File: config.mk
export PLATFORM = sky130hd
export DESIGN_NAME = rln_div
export DESIGN_NICKNAME = d
export VERILOG_FILES = /design/src/hw/rtl/rln_div.sv
export SDC_FILE = /design/constraint.sdc
export NUM_CORES = 2
export LEC_CHECK = 0
export ABC_CLOCK_PERIOD_IN_PS = 4100
export BUFFER_PORTS_ARGS = -buffer_cell sky130_fd_sc_hd__buf_2
export CAP_MARGIN = 20
export CORE_ASPECT_RATIO = 0.6
export CORE_MARGIN = 2
export CORE_UTILIZATION = 35
export DETAILED_ROUTE_END_ITERATION = 8
export PLACE_DENSITY = 0.48
export RECOVER_POWER = 25
export SYNTH_ARGS = -nofsm -noshare
export SYNTH_HDL_FRONTEND = slang
export SYNTH_SLANG_ARGS = --single-unit
File: constraint.sdc
create_clock -name clk -period 4.1 [get_ports clk]
set_input_delay 0.205 -clock clk [delete_from_list [all_inputs] [get_ports clk]]
set_output_delay 0.205 -clock clk [all_outputs]
set_load 0.005 [all_outputs]
File: src/hw/rtl/rln_div.sv
// Pipelined restoring divider, one quotient bit per register stage.
// Requires dividend >> QW below divisor; no package dependencies.
module rln_div #(
    parameter int NW = 46,
    parameter int DW = 31,
    parameter int QW = 24
) (
    input  logic          clk,
    input  logic          en,
    input  logic [NW-1:0] dividend,
    input  logic [DW-1:0] divisor,
    output logic [QW-1:0] quotient
);

    logic [DW-1:0] rem_reg [QW];
    logic [QW-1:0] lo_reg  [QW];
    logic [QW-1:0] q_reg   [QW];
    logic [DW-1:0] div_reg [QW];

    logic [DW-1:0] rem_in  [QW];
    logic [QW-1:0] lo_in   [QW];
    logic [QW-1:0] q_in    [QW];
    logic [DW-1:0] div_in  [QW];
    logic [DW-1:0] rem_next [QW];
    logic [QW-1:0] q_next  [QW];

    always_comb
    begin
        rem_in[0] = DW'(dividend >> QW);
        lo_in[0]  = dividend[QW-1:0];
        q_in[0]   = '0;
        div_in[0] = divisor;
        for (int k = 1; k < QW; k++)
        begin
            rem_in[k] = rem_reg[k-1];
            lo_in[k]  = lo_reg[k-1];
            q_in[k]   = q_reg[k-1];
            div_in[k] = div_reg[k-1];
        end
    end

    for (genvar k = 0; k < QW; k++)
    begin : g_step
        logic [DW:0] trial;
        logic [DW:0] diff;
        logic        ge;
        assign trial = {rem_in[k], lo_in[k][QW-1]};
        assign diff  = trial - {1'b0, div_in[k]};
        assign ge    = trial >= {1'b0, div_in[k]};
        assign rem_next[k] = ge ? diff[DW-1:0] : trial[DW-1:0];
        assign q_next[k]   = {q_in[k][QW-2:0], ge};
    end

    always_ff @(posedge clk)
    begin
        if (en)
        begin
            for (int k = 0; k < QW; k++)
            begin
                rem_reg[k] <= rem_next[k];
                lo_reg[k]  <= lo_in[k] << 1;
                q_reg[k]   <= q_next[k];
                div_reg[k] <= div_in[k];
            end
        end
    end

    assign quotient = q_reg[QW-1];

endmodule

# Word level (Yosys, flattened, before mapping)

Memories as Yosys holds them, arrays and structs flattened.
Cells that the tools add are included.

Register bits: 0
Bits in writable memories: 2616
Input bits: 79
Output and inout bits: 24
Word-level logic and storage cells: 78
Memories kept: 4

Add/subtract/negate cells: 24
$lt $le $gt $ge: 24
Multiplexer cells: 26

Memories:

| memory  | depth | bits a word | read ports | clocked after memory_dff | write ports | RTL line | text |
|---|---|---|---|---|---|---|---|
| div_reg | 24    | 31          | 23         | 0                        | 24          | 18       | `logic [DW-1:0] div_reg [QW];` |
| rem_reg | 24    | 31          | 23         | 0                        | 24          | 15       | `logic [DW-1:0] rem_reg [QW];` |
| q_reg   | 24    | 24          | 24         | 0                        | 24          | 17       | `logic [QW-1:0] q_reg [QW];` |
| lo_reg  | 24    | 23          | 23         | 0                        | 24          | 16       | `logic [QW-1:0] lo_reg [QW];` |

Operators by type and width:

| cell           | count |
|---|---|
| $mux 31        | 24 |
| $ge 32x31->1   | 23 |
| $sub 31x31->31 | 23 |
| $ge 23x31->1   | 1 |
| $sub 23x31->31 | 1 |
| $mux 1         | 2 |

# Longest topological paths before layout

An unclocked memory read counts as a cell.

Word-level depth: 3
Gate-level depth with buffers: 16
Mapped depth without buffers: 15

# Least setup slack after synthesis

OpenSTA, ideal clock, no wires.

Path kind: reg2reg
Start point: memory div_reg[21][0] (netlist: div_reg[2][155])
End point: memory rem_reg[22][27] (netlist: rem_reg[2][213]), data pin
Setup time: 0.260 ns
Data arrival time: 3.470 ns
Required time: 3.840 ns
Path slack: 0.370 ns
Stages on the path, launching flop included: 13
Buffers on the path: 1
Clock period less this slack: 3.730 ns
Cell sequence: edfxtp_1 -> ha_1 -> fa_1 -> nand2b_1 -> a21boi_1 -> o21ai_1 -> a31oi_1 -> a31o_2 -> o21ai_1 -> o31a_1 -> o41ai_2 -> buf_2 -> mux2_2

RTL lines:

| element     | RTL line |
|---|---|
| from (decl) | 18 |
| to (decl)   | 15 |

==> out/qor.yml <==
worst_r2r_startpoint: "rem_reg[2][0]"
ys_types: 99
syn-instance-count: 8769
core.rowCount: 155
layout_worst_path_cycle_share: 1.01
detailedRoute.firstIterationViolations: 8292
final_nets: 10400
critical_path_required_ps: 4730
fp.coreArea_um2: 298000
drive_above_1_share: 0.130
design.portCount: 103
final-max-slew-violation-count: 0
largest_fanout_on_the_critical_path: 3
syn_nets: 9607
async_flop_share: 0
detail-route-antenna-nets: 0
relSlewSlack: 0.365
p_sw_frac: 0.385
ys_top_cells_by_area: "edfxtp_1 (57%), ha_1 (8.8%), a21oi_1 (3.5%)"
timing.hold.worst.start: "dividend[12]"
timing.clock.skew_ps: 71.8
drc: 0
area_growth_syn_to_layout_pct: 18.1
timing.critical_path.from_type: "flop"
timing.critical_path.arrival_ps: 4770
synth.largest_area_cell: "edfxtp_1"
detail_route.first_pass.iterations: 6
timing.fmax_mhz: 241
mappedNetlistArea_um2: 105000
initial_core_util: 0.352
antenna_found_initial: 18
port_buffers: 102
synthesis.yosys.warnings: 0
run_status: "finished, violations left"
synth_top_cell_area_share: 0.574
post-place-ws_ps: -336
hp-class: "input pin to flop"
critPathCaptureType: "flop"
ys_top_cells_by_count: "edfxtp_1 (2002), inv_1 (882), a21oi_1 (739), ha_1 (736), nand2_1 (539)"
ys.flop_type: "edfxtp_1"
chipWidth_um: 710
wl_final_um: 294000
total_power_mw: 99.8
routed-via-count: 70800
clkPwrFrac: 0.200
p_comb_frac: 0.474
drv_cap: 0
clock_tree.buffer_depth: 4
grt_pass1_vias: 64400
synth_edf_count: 2002
wire_per_inst_um: 21.4
worst_setup_path_startpoint: "rem_reg[2][0]"
criticalPathCategory: "flop to flop"
synth_most_common_cell: "edfxtp_1"
clock_latency_at_the_later_pin_of_the_worst_skew_pair_ps: 910
net-switching-power_mw: 38.4
final-hold-violation-count: 0
layout_min_cycle_time_ps: 4140
violations: "negative setup slack"
max_slew.worst_pin.slew_ps: 953
vias_per_cell: 5.14
grt_pass1_wl_um: 431000
htree_num_levels: 4
post-dp-hpwl_um: 223000
finalSetupViolCount: 1
globalplace.congestion: 0.936
die_area_um2: 304000
seq_area_frac_synth: 0.574
grt_util_all_layers: 0.187
synth.ff_latch_count: 2002
finalWorstSetupSlack_ps: -44.7
maximum_vdd_ir_drop_uv: 383
grt_start_max_net_pins: 120
clk_root_buffer_cell: "clkbuf_16"
clkSinkCount: 2002
leakage_nw: 50.2
gr-total-overflow: 0
tritoncts: "built"
clk_pin_slew_worst_setup_hold_paths_ps: 60
synth_area_per_cell_um2: 12.0
cellPowerDensity_nw_per_um2: 806
floorplan.die.height_um: 428
numCtsBuffers: 213
power.share.sequential: 0.326
cell_internal_pwr_mw: 61.4
==> repair_timing <==
action,in CTS,in global routing
pin swaps,8,36
hold buffers,120,0
hold endpoints to repair,142,0
gates resized for setup,35,125
gates cloned,2,3
setup endpoints to repair,295,469
buffers inserted,6,17
==> power groups by stage <==
stage	Sequential, mW	Combinational, mW	Clock, mW
after floorplan	31.3	29.3	0
after global placement	32.9	43.7	0
after detailed placement	32.9	44.2	0
after CTS	32.5	45.0	20.7
after global routing	33.0	51.5	21.5
final	32.5	47.3	20.0
==> routing by layer <==
| metal | wire length, um | share of wire | vias up | global-route usage |
|---|---|---|---|---|
| met3 | 33800 | 0.11 | 286 | 0.0711 |
| met5 | 161 | 0.00055 | - | 0 |
| met2 | 81400 | 0.28 | 2457 | 0.171 |
| met1 | 175000 | 0.59 | 34000 | 0.354 |
| met4 | 3880 | 0.013 | 6 | 0.0287 |
| li1 | - | - | 34000 | - |
==> worst max-delay path: stages (launching register included) <==
cell      delay [ps]
edfxtp_1         410
ha_1             380
nor2b_1          170
o21ai_1           90
a21boi_1         280
o31ai_2          120
buf_4            160
a31oi_1          370
buf_4            230
a311oi_2         140
or3b_2           520
a21oi_2          360
buf_4            180
o221ai_1         200
xnor2_1          190
a21oi_1           90
==> cell usage in the layout, fill, tap and decap left out, types with 72 or more instances in the layout <==
| cell type | Yosys | layout |
|---|---|---|
| edfxtp_1 | 2002 | 2002 |
| inv_1 | 882 | 882 |
| ha_1 | 736 | 734 |
| a21oi_1 | 739 | 717 |
| nand2_1 | 539 | 537 |
| nor2_1 | 535 | 532 |
| buf_4 | 2 | 511 |
| o21ai_0 | 408 | 400 |
| xnor2_1 | 375 | 375 |
| a21o_1 | 370 | 369 |
| clkbuf_16 | 0 | 218 |
| xor2_1 | 215 | 215 |
| mux2_1 | 141 | 141 |
| o21ai_1 | 142 | 130 |
| dlygate4sd3_1 | 0 | 120 |
| mux2_2 | 108 | 108 |
| nor2b_1 | 109 | 107 |
| nand3_1 | 105 | 104 |
| nand4_1 | 101 | 101 |
| o21a_1 | 99 | 97 |
| nand2b_1 | 97 | 96 |
| buf_2 | 21 | 90 |
| nor3_1 | 79 | 76 |
| o21bai_1 | 73 | 72 |
==> kinds of logic after synthesis <==
group           after synthesis  synth area share
simple gates               1796            0.0808
fa+ha+maj                   759            0.0923
flops                      2002             0.574
xor+xnor                    590            0.0493
mux                         260            0.0278
compound gates             2302             0.138
buf+inv                    1060            0.0385
==> stage by stage <==
stage | setup TNS, ps | hold WS (ps) | instances | cell area (um^2) | utilization
final | -44.7 | 77.9 | 13800 | 124000 | 0.416
after floorplan | 0 | 304 | 8769 | 105000 | -
after global routing | -188 | 46.8 | 13800 | 124000 | 0.416
after global placement | -23440 | 385 | 13200 | 114000 | 0.385
after CTS | 0 | 0.879 | 13800 | 123000 | 0.413
after detailed placement | -26600 | 383 | 13200 | 114000 | 0.385
==> path summary, 6_finish.rpt <==
path,to,slack (ps),depth (start not counted)
hold / removal,lo_reg[0][12],80,2
setup / recovery,rem_reg[2][60],-40,15
hold reg to reg,lo_reg[2][22],400,0
setup reg to reg,rem_reg[2][60],-40,15
==> final cells by class <==
cell class                 instances  area (um^2)
clock buffer                     247         5500
tap                             4003         5010
antenna                            3         7.51
clock inverter                   134         1510
multi-input combinational       5707        41600
timing repair buffer             791         6710
sequential                      2002        60100
fill                           28000       174000
inverter                         888         3330
Power figures use the tool's default switching activity.
